[src/assert_macros.svh]
// ----------------------------------------------------------------------------
// Assertion macros
// Clocked concurrent assertion wrappers shared by the controller RTL.
// ----------------------------------------------------------------------------
`ifndef ASSERT_MACROS_SVH
`define ASSERT_MACROS_SVH

// Check a property on every rising edge outside reset.
`define CBMC_ASSERT(label, clk, rst_n, prop) \
    label: assert property (@(posedge clk) disable iff (!rst_n) prop) \
        else $error("controller assertion failed");

// Same check with a caller supplied message string.
`define CBMC_ASSERT_MSG(label, clk, rst_n, prop, msg) \
    label: assert property (@(posedge clk) disable iff (!rst_n) prop) \
        else $error(msg);

`endif

[src/cbmc_pkg.sv]
// ----------------------------------------------------------------------------
// cbmc_pkg
// Types and constants of the camera button and shutter mode controller.
// ----------------------------------------------------------------------------
`timescale 1ns / 1ps
`default_nettype none

package cbmc_pkg;

    // Menu codes
    localparam logic [3:0] MENU_AUTO   = 4'd0;
    localparam logic [3:0] MENU_BULB   = 4'd1;
    localparam logic [3:0] MENU_TIME   = 4'd2;
    localparam logic [3:0] MENU_MANUAL = 4'd3;
    localparam logic [3:0] MENU_TIMER  = 4'd10;

    // Shutter mode codes
    localparam logic [1:0] SHUT_FLASH  = 2'd0;
    localparam logic [1:0] SHUT_NORMAL = 2'd1;
    localparam logic [1:0] SHUT_BULB   = 2'd2;
    localparam logic [1:0] SHUT_TIME   = 2'd3;

    // Configuration register indexes
    localparam logic [2:0] CFG_POLL_GATE    = 3'd0;
    localparam logic [2:0] CFG_LONG_PRESS   = 3'd1;
    localparam logic [2:0] CFG_RELEASE_HOLD = 3'd2;
    localparam logic [2:0] CFG_SPEED_COUNT  = 3'd3;
    localparam logic [2:0] CFG_FLASH_CAP    = 3'd4;

    // Upper bound on manual speed steps
    localparam logic [5:0] MAX_SPEEDS = 6'd32;

    // Speed index used for bulb, time and unknown menus
    localparam logic [4:0] SPEED_DEFAULT = 5'd1;

    typedef struct packed {
        logic [31:0] time_ms;
        logic        key_down_level;
        logic        key_up_level;
        logic        key_push_level;
        logic        half_press_pin;
        logic        full_press_pin;
        logic        flash_present;
        logic [4:0]  metered_speed;
    } t_poll;

    typedef struct packed {
        logic [3:0] menu_mode;
        logic [4:0] manual_speed_index;
        logic [1:0] timer_index;
        logic       focused;
        logic [1:0] shutter_mode;
        logic [4:0] shot_speed;
        logic       expose;
    } t_result;

    typedef struct packed {
        logic [15:0] poll_gate_ms;
        logic [15:0] long_press_ms;
        logic [7:0]  release_hold_count;
        logic [5:0]  speed_count;
        logic [4:0]  flash_speed_cap;
    } t_cfg;

    typedef struct packed {
        logic [3:0]  menu;
        logic [4:0]  manual_speed;
        logic [1:0]  timer_idx;
        logic        focused;
        logic [1:0]  mode;
        logic [4:0]  speed;
        logic [2:0]  prev_keys;
        logic [31:0] last_scan_time;
        logic [31:0] push_start_time;
        logic [7:0]  half_hold;
        logic [7:0]  full_hold;
        logic        full_prev;
    } t_state;

    localparam t_cfg CFG_RESET = '{
        poll_gate_ms:       16'd100,
        long_press_ms:      16'd1000,
        release_hold_count: 8'd3,
        speed_count:        6'd20,
        flash_speed_cap:    5'd11
    };

    localparam t_state STATE_RESET = '{
        menu:            MENU_AUTO,
        manual_speed:    5'd0,
        timer_idx:       2'd0,
        focused:         1'b0,
        mode:            SHUT_NORMAL,
        speed:           SPEED_DEFAULT,
        prev_keys:       3'b111,
        last_scan_time:  32'd0,
        push_start_time: 32'd0,
        half_hold:       8'd0,
        full_hold:       8'd0,
        full_prev:       1'b0
    };

endpackage

`default_nettype wire

[src/cbmc_if.sv]
// ----------------------------------------------------------------------------
// cbmc channel interfaces
// Valid/ready channels for polls, results and configuration writes.
// ----------------------------------------------------------------------------
`timescale 1ns / 1ps
`default_nettype none

interface cbmc_poll_if;
    logic            valid;
    logic            ready;
    cbmc_pkg::t_poll data;
    modport source (output valid, output data, input ready);
    modport sink   (input valid, input data, output ready);
endinterface

interface cbmc_result_if;
    logic              valid;
    logic              ready;
    cbmc_pkg::t_result data;
    modport source (output valid, output data, input ready);
    modport sink   (input valid, input data, output ready);
endinterface

interface cbmc_cfg_if;
    logic        valid;
    logic        ready;
    logic [2:0]  index;
    logic [15:0] data;
    modport source (output valid, output index, output data, input ready);
    modport sink   (input valid, input index, input data, output ready);
endinterface

`default_nettype wire

[src/cbmc_step.sv]
// ----------------------------------------------------------------------------
// cbmc_step
// Next-state logic for one poll: key scan, hold counters, focus, expose.
// ----------------------------------------------------------------------------
`timescale 1ns / 1ps
`default_nettype none

module cbmc_step (
    input  cbmc_pkg::t_state i_state,
    input  cbmc_pkg::t_cfg   i_cfg,
    input  cbmc_pkg::t_poll  i_poll,
    output cbmc_pkg::t_state o_state,
    output logic             o_expose
);

    logic [31:0] elapsed;
    logic [31:0] push_len;
    logic        scan;
    logic [5:0]  spd_cnt;
    logic [5:0]  spd_lim;
    logic [5:0]  spd_inc;
    logic [3:0]  menu_k;
    logic [4:0]  ms_k;
    logic [1:0]  ti_k;
    logic [31:0] push_k;
    logic [7:0]  half_n;
    logic [7:0]  full_n;
    logic        half_on;
    logic        full_on;
    logic        focus_a;
    logic        foc_a;
    logic        expose;
    logic        focus_b;
    logic [1:0]  f_mode;
    logic [4:0]  f_speed;

    assign elapsed  = i_poll.time_ms - i_state.last_scan_time;
    assign push_len = i_poll.time_ms - i_state.push_start_time;
    assign scan     = elapsed >= {16'd0, i_cfg.poll_gate_ms};
    assign spd_cnt  = (i_cfg.speed_count == 6'd0) ? 6'd1 : i_cfg.speed_count;
    assign spd_lim  = (spd_cnt > cbmc_pkg::MAX_SPEEDS) ? cbmc_pkg::MAX_SPEEDS : spd_cnt;

    // key scan
    always_comb begin
        menu_k  = i_state.menu;
        ms_k    = i_state.manual_speed;
        ti_k    = i_state.timer_idx;
        push_k  = i_state.push_start_time;
        spd_inc = 6'd0;
        if (scan) begin
            if (i_state.prev_keys[2] && !i_poll.key_down_level
                    && i_state.menu == cbmc_pkg::MENU_MANUAL) begin
                ms_k = (i_state.manual_speed == 5'd0) ? 5'(spd_lim - 6'd1)
                                                      : i_state.manual_speed - 5'd1;
            end
            spd_inc = {1'b0, ms_k} + 6'd1;
            if (i_state.prev_keys[1] && !i_poll.key_up_level) begin
                if (i_state.menu == cbmc_pkg::MENU_MANUAL) begin
                    ms_k = (spd_inc >= spd_lim) ? 5'd0 : spd_inc[4:0];
                end else if (i_state.menu == cbmc_pkg::MENU_TIMER) begin
                    ti_k = i_state.timer_idx + 2'd1;
                end
            end
            if (i_state.prev_keys[0] && !i_poll.key_push_level) begin
                push_k = i_poll.time_ms;
            end
            if (!i_state.prev_keys[0] && i_poll.key_push_level) begin
                if (push_len > {16'd0, i_cfg.long_press_ms}) begin
                    menu_k = (i_state.menu < cbmc_pkg::MENU_TIMER) ? cbmc_pkg::MENU_TIMER
                                                                  : cbmc_pkg::MENU_AUTO;
                end else begin
                    menu_k = {2'b00, i_state.menu[1:0] + 2'd1};
                end
            end
        end
    end

    // release-hold counters
    assign half_n  = i_poll.half_press_pin ? i_cfg.release_hold_count
                   : ((i_state.half_hold != 8'd0) ? i_state.half_hold - 8'd1 : 8'd0);
    assign full_n  = i_poll.full_press_pin ? i_cfg.release_hold_count
                   : ((i_state.full_hold != 8'd0) ? i_state.full_hold - 8'd1 : 8'd0);
    assign half_on = half_n != 8'd0;
    assign full_on = full_n != 8'd0;

    // focus and expose
    assign focus_a = half_on && !i_state.focused && menu_k != cbmc_pkg::MENU_TIMER;
    assign foc_a   = half_on && (i_state.focused || focus_a);
    assign expose  = full_on && !i_state.full_prev && menu_k != cbmc_pkg::MENU_TIMER;
    assign focus_b = expose && !foc_a;

    // mode and speed picked at focus
    always_comb begin
        f_mode  = cbmc_pkg::SHUT_NORMAL;
        f_speed = cbmc_pkg::SPEED_DEFAULT;
        if (i_poll.flash_present) begin
            f_mode  = cbmc_pkg::SHUT_FLASH;
            f_speed = (menu_k == cbmc_pkg::MENU_MANUAL && ms_k <= i_cfg.flash_speed_cap)
                    ? ms_k : i_cfg.flash_speed_cap;
        end else begin
            unique case (menu_k)
                cbmc_pkg::MENU_AUTO: begin
                    f_speed = i_poll.metered_speed;
                end
                cbmc_pkg::MENU_BULB: begin
                    f_mode = cbmc_pkg::SHUT_BULB;
                end
                cbmc_pkg::MENU_TIME: begin
                    f_mode = cbmc_pkg::SHUT_TIME;
                end
                cbmc_pkg::MENU_MANUAL: begin
                    f_speed = ms_k;
                end
                default: begin
                    f_mode  = cbmc_pkg::SHUT_NORMAL;
                end
            endcase
        end
    end

    always_comb begin
        o_state                 = i_state;
        o_state.menu            = menu_k;
        o_state.manual_speed    = ms_k;
        o_state.timer_idx       = ti_k;
        o_state.push_start_time = push_k;
        if (scan) begin
            o_state.prev_keys      = {i_poll.key_down_level, i_poll.key_up_level,
                                      i_poll.key_push_level};
            o_state.last_scan_time = i_poll.time_ms;
        end
        o_state.half_hold = half_n;
        o_state.full_hold = full_n;
        o_state.full_prev = full_on;
        o_state.focused   = foc_a || focus_b;
        if (focus_a || focus_b) begin
            o_state.mode  = f_mode;
            o_state.speed = f_speed;
        end
    end

    assign o_expose = expose;

endmodule

`default_nettype wire

[src/cbmc_out_buf.sv]
// ----------------------------------------------------------------------------
// cbmc_out_buf
// Two-entry result buffer: output register plus skid stage.
// ----------------------------------------------------------------------------
`timescale 1ns / 1ps
`default_nettype none

`include "assert_macros.svh"

module cbmc_out_buf (
    input  logic              i_clk,
    input  logic              i_rst_n,
    input  logic              i_push,
    input  cbmc_pkg::t_result i_data,
    output logic              o_ready,
    output logic              o_valid,
    output cbmc_pkg::t_result o_data,
    input  logic              i_ready
);

    logic              r_main_valid;
    logic              r_skid_valid;
    cbmc_pkg::t_result r_main;
    cbmc_pkg::t_result r_skid;
    logic              pop;

    assign pop     = r_main_valid && i_ready;
    assign o_ready = !r_skid_valid;
    assign o_valid = r_main_valid;
    assign o_data  = r_main;

    always_ff @(posedge i_clk) begin
        if (!i_rst_n) begin
            r_main_valid <= 1'b0;
            r_skid_valid <= 1'b0;
        end else if (r_skid_valid) begin
            if (pop) begin
                r_skid_valid <= 1'b0;
            end
        end else if (i_push) begin
            if (!r_main_valid || pop) begin
                r_main_valid <= 1'b1;
            end else begin
                r_skid_valid <= 1'b1;
            end
        end else if (pop) begin
            r_main_valid <= 1'b0;
        end
    end

    always_ff @(posedge i_clk) begin
        if (r_skid_valid) begin
            if (pop) begin
                r_main <= r_skid;
            end
        end else if (i_push) begin
            if (!r_main_valid || pop) begin
                r_main <= i_data;
            end else begin
                r_skid <= i_data;
            end
        end
    end

    `CBMC_ASSERT_MSG(a_skid_behind_main, i_clk, i_rst_n, r_skid_valid |-> r_main_valid, "skid full with empty output")
    `CBMC_ASSERT_MSG(a_skid_held, i_clk, i_rst_n, (r_skid_valid && !pop) |=> (r_skid_valid && $stable(r_skid)), "skid entry lost")

endmodule

`default_nettype wire

[src/camera_button_mode_controller.sv]
// ----------------------------------------------------------------------------
// camera_button_mode_controller
// Key scan, menu, shutter hold and focus/expose control, one result per poll.
// ----------------------------------------------------------------------------
// Usage:
//   i_poll   : one poll per transfer (timestamp, key levels, shutter pins,
//              flash level, metered speed).
//   o_result : one result per poll, showing menu, manual speed, timer index,
//              focus, shutter mode and speed, and a one-poll expose pulse.
//   i_cfg    : register writes (index 0..4), always ready; write only while
//              no poll is in flight.
//   The result of a poll is registered in the output register or skid entry.
//   Throughput: one poll per cycle while i_poll.ready is high; the whole poll
//   is resolved by the next-state logic in the cycle it is taken.
//   Stall: an output register plus a skid entry hold up to two results;
//   i_poll.ready drops only while both are occupied.
//   Reset: synchronous, active low; registers return to their defaults
//   (gate 100 ms, long press 1000 ms, hold 3, 20 speeds, flash cap 11),
//   menu auto, normal mode at speed 1, all keys released.
// ----------------------------------------------------------------------------
`timescale 1ns / 1ps
`default_nettype none

`include "assert_macros.svh"

module camera_button_mode_controller (
    input  logic                 i_clk,
    input  logic                 i_rst_n,
    cbmc_poll_if.sink            i_poll,
    cbmc_result_if.source        o_result,
    cbmc_cfg_if.sink             i_cfg
);

    cbmc_pkg::t_cfg    r_cfg;
    cbmc_pkg::t_state  r_state;
    cbmc_pkg::t_state  n_state;
    cbmc_pkg::t_result n_result;
    logic              n_expose;
    logic              in_ready;
    logic              in_xfer;

    assign i_cfg.ready  = 1'b1;
    assign i_poll.ready = in_ready;
    assign in_xfer      = i_poll.valid && in_ready;

    always_ff @(posedge i_clk) begin
        if (!i_rst_n) begin
            r_cfg <= cbmc_pkg::CFG_RESET;
        end else if (i_cfg.valid) begin
            unique case (i_cfg.index)
                cbmc_pkg::CFG_POLL_GATE:    r_cfg.poll_gate_ms       <= i_cfg.data;
                cbmc_pkg::CFG_LONG_PRESS:   r_cfg.long_press_ms      <= i_cfg.data;
                cbmc_pkg::CFG_RELEASE_HOLD: r_cfg.release_hold_count <= i_cfg.data[7:0];
                cbmc_pkg::CFG_SPEED_COUNT:  r_cfg.speed_count        <= i_cfg.data[5:0];
                cbmc_pkg::CFG_FLASH_CAP:    r_cfg.flash_speed_cap    <= i_cfg.data[4:0];
                default: begin
                end
            endcase
        end
    end

    cbmc_step u_step (
        .i_state  (r_state),
        .i_cfg    (r_cfg),
        .i_poll   (i_poll.data),
        .o_state  (n_state),
        .o_expose (n_expose)
    );

    always_ff @(posedge i_clk) begin
        if (!i_rst_n) begin
            r_state <= cbmc_pkg::STATE_RESET;
        end else if (in_xfer) begin
            r_state <= n_state;
        end
    end

    assign n_result = '{
        menu_mode:          n_state.menu,
        manual_speed_index: n_state.manual_speed,
        timer_index:        n_state.timer_idx,
        focused:            n_state.focused,
        shutter_mode:       n_state.mode,
        shot_speed:         n_state.speed,
        expose:             n_expose
    };

    cbmc_out_buf u_out_buf (
        .i_clk   (i_clk),
        .i_rst_n (i_rst_n),
        .i_push  (in_xfer),
        .i_data  (n_result),
        .o_ready (in_ready),
        .o_valid (o_result.valid),
        .o_data  (o_result.data),
        .i_ready (o_result.ready)
    );

    `CBMC_ASSERT_MSG(a_expose_focused, i_clk, i_rst_n, (o_result.valid && o_result.data.expose) |-> o_result.data.focused, "expose without focus")
    `CBMC_ASSERT_MSG(a_menu_code, i_clk, i_rst_n, (r_state.menu < 4'd4) || (r_state.menu == cbmc_pkg::MENU_TIMER), "menu out of set")
    `CBMC_ASSERT_MSG(a_state_idle, i_clk, i_rst_n, !in_xfer |=> $stable(r_state), "state moved without a poll")

endmodule

`default_nettype wire

[src/flat_wrapper.sv]
// flat-port wrapper written by rule: the top's interface ports become plain ports
module camera_button_mode_controller_flat 
  (i_clk, i_rst_n, i_poll_valid, i_poll_data, i_poll_ready, o_result_valid, o_result_data, o_result_ready, i_cfg_valid, i_cfg_index, i_cfg_data, i_cfg_ready);
  cbmc_poll_if i_poll_i ();
  cbmc_result_if o_result_i ();
  cbmc_cfg_if i_cfg_i ();
  input  logic i_clk;
  input  logic i_rst_n;
  input wire logic [$bits(i_poll_i.valid)-1:0] i_poll_valid;
  input wire logic [$bits(i_poll_i.data)-1:0] i_poll_data;
  output wire logic [$bits(i_poll_i.ready)-1:0] i_poll_ready;
  output wire logic [$bits(o_result_i.valid)-1:0] o_result_valid;
  output wire logic [$bits(o_result_i.data)-1:0] o_result_data;
  input wire logic [$bits(o_result_i.ready)-1:0] o_result_ready;
  input wire logic [$bits(i_cfg_i.valid)-1:0] i_cfg_valid;
  input wire logic [$bits(i_cfg_i.index)-1:0] i_cfg_index;
  input wire logic [$bits(i_cfg_i.data)-1:0] i_cfg_data;
  output wire logic [$bits(i_cfg_i.ready)-1:0] i_cfg_ready;
  assign i_poll_i.valid = i_poll_valid;
  assign i_poll_i.data = i_poll_data;
  assign i_poll_ready = i_poll_i.ready;
  assign o_result_valid = o_result_i.valid;
  assign o_result_data = o_result_i.data;
  assign o_result_i.ready = o_result_ready;
  assign i_cfg_i.valid = i_cfg_valid;
  assign i_cfg_i.index = i_cfg_index;
  assign i_cfg_i.data = i_cfg_data;
  assign i_cfg_ready = i_cfg_i.ready;
  camera_button_mode_controller u_core (.i_clk(i_clk), .i_rst_n(i_rst_n), .i_poll(i_poll_i), .o_result(o_result_i), .i_cfg(i_cfg_i));
endmodule
[config.mk]
export PLATFORM = sky130hd
export DESIGN_NAME = camera_button_mode_controller_flat
export DESIGN_NICKNAME = d
export VERILOG_FILES = /design/src/cbmc_pkg.sv /design/src/cbmc_if.sv /design/src/cbmc_step.sv /design/src/cbmc_out_buf.sv /design/src/camera_button_mode_controller.sv /design/src/flat_wrapper.sv
export VERILOG_INCLUDE_DIRS = /design/src /design/src/src
export SDC_FILE = /design/constraint.sdc
export NUM_CORES = 1
export LEC_CHECK = 0
export ABC_CLOCK_PERIOD_IN_PS = 10400
export BUFFER_PORTS_ARGS = -buffer_cell sky130_fd_sc_hd__clkbuf_2
export CORE_MARGIN = 1
export CORE_UTILIZATION = 35
export CTS_CLUSTER_DIAMETER = 80
export DETAILED_ROUTE_END_ITERATION = 6
export GPL_TIMING_DRIVEN = 0
export PLACE_DENSITY = 0.5
export SYNTH_ARGS = -nofsm -noshare
export SYNTH_HDL_FRONTEND = slang
export SYNTH_HIERARCHICAL = 1
export SYNTH_SLANG_ARGS = --single-unit
[constraint.sdc]
create_clock -name i_clk -period 10.4 [get_ports i_clk]
set_input_delay 1.04 -clock i_clk [delete_from_list [all_inputs] [get_ports i_clk]]
set_output_delay 1.04 -clock i_clk [all_outputs]
set_load 0.1 [all_outputs]
==> flow_summary.yaml <==
run_status:
  status: "finished, final reports clean"
timing:
  maxSlewHeadroom_pct: 34.7
  setup_viol: 0
  max_freq_mhz: 111
  fin_crit_sh_pct: 86.7
  final_hold_viol_count: 0
  maxSlewViolCount: 0
  final.setup.tns_ns: 0
  min_period_ns: 9.01
  hold_slack_ns: 0.461
  fin_skew_ns: 0.0114
  setup_slack_ns: 1.39
  tightestPinTransition_ns: 0.979
  rsz0062_at_grt: "no"
floorplanning:
  die_y_um: 214
  core_um2: 44300
  die_x_um: 214
  rows: 77
  initial_core_util_pct: 35.6
  die_area_um2: 46000
  top_level_ports: 90
yosys:
  ys_warn_count: 6
  yosys_register_bits: 196
  synth_nets: 2050
  seq_area_frac_synth_pct: 27.4
  synth_cells: 1870
  syn_avg_cell_area_um2: 8.44
  synth_ff_type: "dfxtp_1"
  synth_edf_count: 40
  synth_cell_types: 96
  syn-cell-area_um2: 15800
  async_flop_share_pct: 0
power:
  power.total_mw: 2.26
  leakagePower_nw: 6.79
  pwr_density_cell_nw_per_um2: 129
  ir_worst_vdd_uv: 118
worst_setup_path:
  cp.required_ns: 10.65
  r2r_cells: 33
  worstSetupPathType: "input port to register"
  crit_start: "i_poll_data[11]"
  reg2reg_from: "u_core/r_state[49]"
  slowest_stage: "a21oi_1"
  critPathLaunchType: "input port"
  cp.arrival_ns: 9.26
  worstSetupEndpointType: "register"
  crit_fanout: 10
  max_stage_delay_ns: 0.79
worst_hold_path:
  worstHoldStart: "u_core/r_cfg[50]"
  hp-class: "register to register"
  holdPathStages: 2
global_route:
  track_usage_pct: 21.6
  grt_overflow: 0
  antenna_found_initial: 0
  first_global_vias: 13600
  gr-usage-met2_pct: 35.7
  grt_max_degree: 21
  use_met3_pct: 3.23
  use_met1_pct: 28.2
  top_usage_layer: "met2"
  grt_first_pass_wirelength_mm: 76.9
routing:
  wirelength_mm: 49.5
  num_vias: 14000
  vias_per_cell: 5.44
  ant_nets: 0
  detail_route.iter0.violations: 861
  dr.pass1.iters: 5
  routedWlPerCell_um: 19.2
  route.detailed.drc: 0
cells_and_area:
  syn2layout_area_growth_pct: 11.0
  antenna_cells: 0
  design_area_um2: 17500
  nets: 2155
  fillers: 4641
  drive_gt1_share_pct: 18.5
placement:
  postPlaceCellArea_um2: 17000
  dpl_worst_slack_ns: 0.977
  place_congestion: 0.912
  port_buffers: 85
  place_hpwl_mm: 39.1
clock_network:
  root_buffer: "clkbuf_16"
  cts_tree: "yes"
  clock_path_buffers: 2
  ctsHoldBuffers: 0
  cts_resized: 0
  post_cts_buffers: 0
  htree_levels: 4
  cts_buffers: 17
  cts.clk_slew.worst_paths_ns: 0.08
  cts_sinks: 196
  clk_latency_ns: 0.49
flow_run:
  maxCapViolCount: 0
[cells in the final DEF, fill, tap and decap left out, types with 6 or more instances in the layout]
| cell | netlist | final |
|---|---|---|
| clkbuf_2 | 0 | 85 |
| xnor2_1 | 30 | 30 |
| o211ai_1 | 25 | 25 |
| nor3_1 | 30 | 30 |
| buf_2 | 16 | 16 |
| nand2b_1 | 13 | 13 |
| nor4_1 | 15 | 15 |
| clkbuf_16 | 0 | 17 |
| or2_2 | 6 | 6 |
| nor2b_1 | 42 | 42 |
| a221oi_1 | 8 | 8 |
| buf_1 | 16 | 16 |
| a21oi_1 | 194 | 193 |
| o21bai_1 | 11 | 11 |
| o21ai_0 | 65 | 65 |
| dfxtp_1 | 156 | 156 |
| a21bo_2 | 99 | 99 |
| a211oi_1 | 13 | 13 |
| ha_1 | 111 | 111 |
| nor2_1 | 62 | 62 |
| mux2_4 | 45 | 45 |
| edfxtp_1 | 40 | 40 |
| xor2_1 | 25 | 25 |
| a31oi_1 | 16 | 16 |
| o21a_1 | 27 | 27 |
| mux2_2 | 43 | 43 |
| inv_1 | 139 | 139 |
| o221ai_1 | 7 | 7 |
| nand4_1 | 30 | 30 |
| or3_1 | 12 | 12 |
| clkbuf_1 | 75 | 77 |
| mux2i_1 | 65 | 65 |
| a21o_1 | 21 | 21 |
| buf_6 | 7 | 7 |
| nand2_1 | 154 | 154 |
| and2_1 | 6 | 6 |
| nand3_1 | 134 | 134 |
[final cells by class]
type / instances / area (um2) / share of cell area, %
repair buffers: 86 / 440 / 2.51
clock buffers: 19 / 433 / 2.47
multi-input cells: 1413 / 10400 / 59.2
clock inverters: 13 / 116 / 0.664
plain buffers: 120 / 571 / 3.26
well taps: 592 / 741 / 4.23
inverters: 141 / 529 / 3.02
flip-flops and latches: 196 / 4320 / 24.7
[sequential cells by signal, indices dropped and copies added (netlist names)]
name and count:
u_core/u_out_buf/r_skid 20, u_core/u_out_buf/r_skid_valid 1, u_core/u_out_buf/o_data 20, u_core/r_cfg 51, u_core/r_state 103, u_core/u_out_buf/o_valid 1
[through the flow]
step | util (%) | std cells
floorplan | - | 1870
global placement | 38.3 | 2547
detailed placement | 38.3 | 2548
CTS | 39.5 | 2580
global route | 39.5 | 2580
finish | 39.5 | 2580
[worst max-delay path, delay by kind of cell]
| family | cells | cell delay (ns) |
|---|---|---|
| fa+ha+maj | 4 | 1.29 |
| compound gates | 14 | 3.52 |
| buf+inv | 5 | 0.65 |
| xor+xnor | 1 | 0.25 |
| mux | 3 | 0.97 |
| simple gates | 8 | 1.52 |
[cell families after synthesis]
family / Yosys count / synth area share, %
other: 1 / 0.0238
AO/OA/AOI/OAI: 553 / 24.9
multiplexers: 154 / 11.6
adder cells (fa/ha/maj): 113 / 9.05
buffers and inverters: 261 / 6.97
XOR/XNOR: 55 / 3.05
flip-flops: 196 / 27.4
AND/OR/NAND/NOR: 537 / 17.1
[cells in the mapped netlist, types with 4 or more instances]
cell       number  area [um2]
o21ai_0        65         325
a21oi_1       194         971
o21a_1         27         203
nand2_1       154         578
a211oi_1       13        97.6
edfxtp_1       40        1200
buf_1          16        60.1
nand4_1        30         188
mux2i_1        65         651
mux2_2         43         484
or2_2           6        37.5
a2111oi_0       4        35.0
xor2_1         25         219
buf_6           7        78.8
ha_1          111        1390
o21bai_1       11        82.6
o221ai_1        7        61.3
o211ai_1       25         188
nand3b_1        5        37.5
a31oi_1        16         100
buf_2          16        80.1
inv_1         139         522
clkbuf_1       75         282
nor4_1         15        93.8
nor3_1         30         150
o22ai_1         4        25.0
a32oi_1         4        35.0
a221oi_1        8        70.1
xnor2_1        30         263
a21bo_2        99         991
nand3_1       134         671
nand2b_1       13        81.3
a31o_2          4        35.0
buf_4           4        30.0
a21o_1         21         158
o31ai_1         5        37.5
nor2b_1        42         263
mux2_4         45         676
and2_1          6        37.5
nor2_1         62         233
or3_1          12        75.1
dfxtp_1       156        3120
[routing by layer]
metal / routed length, um / vias to the layer above
met5: 0 / -
met4: 1490 / 0
met3: 1490 / 71
met2: 23500 / 269
met1: 23100 / 6707
li1: - / 6999
[worst paths after layout]
path,to,slack [ns]
max,u_core/u_out_buf/o_data[1],1.39
max reg2reg,u_core/u_out_buf/o_data[1],1.96
min,u_core/r_cfg[50],0.46
min reg2reg,u_core/r_cfg[50],0.46
[power by group]
part | internal [mW] | switching [mW]
logic | 0.281 | 0.489
registers | 0.821 | 0.0246
clock network | 0.313 | 0.332
(Power assumes the default switching activity.)
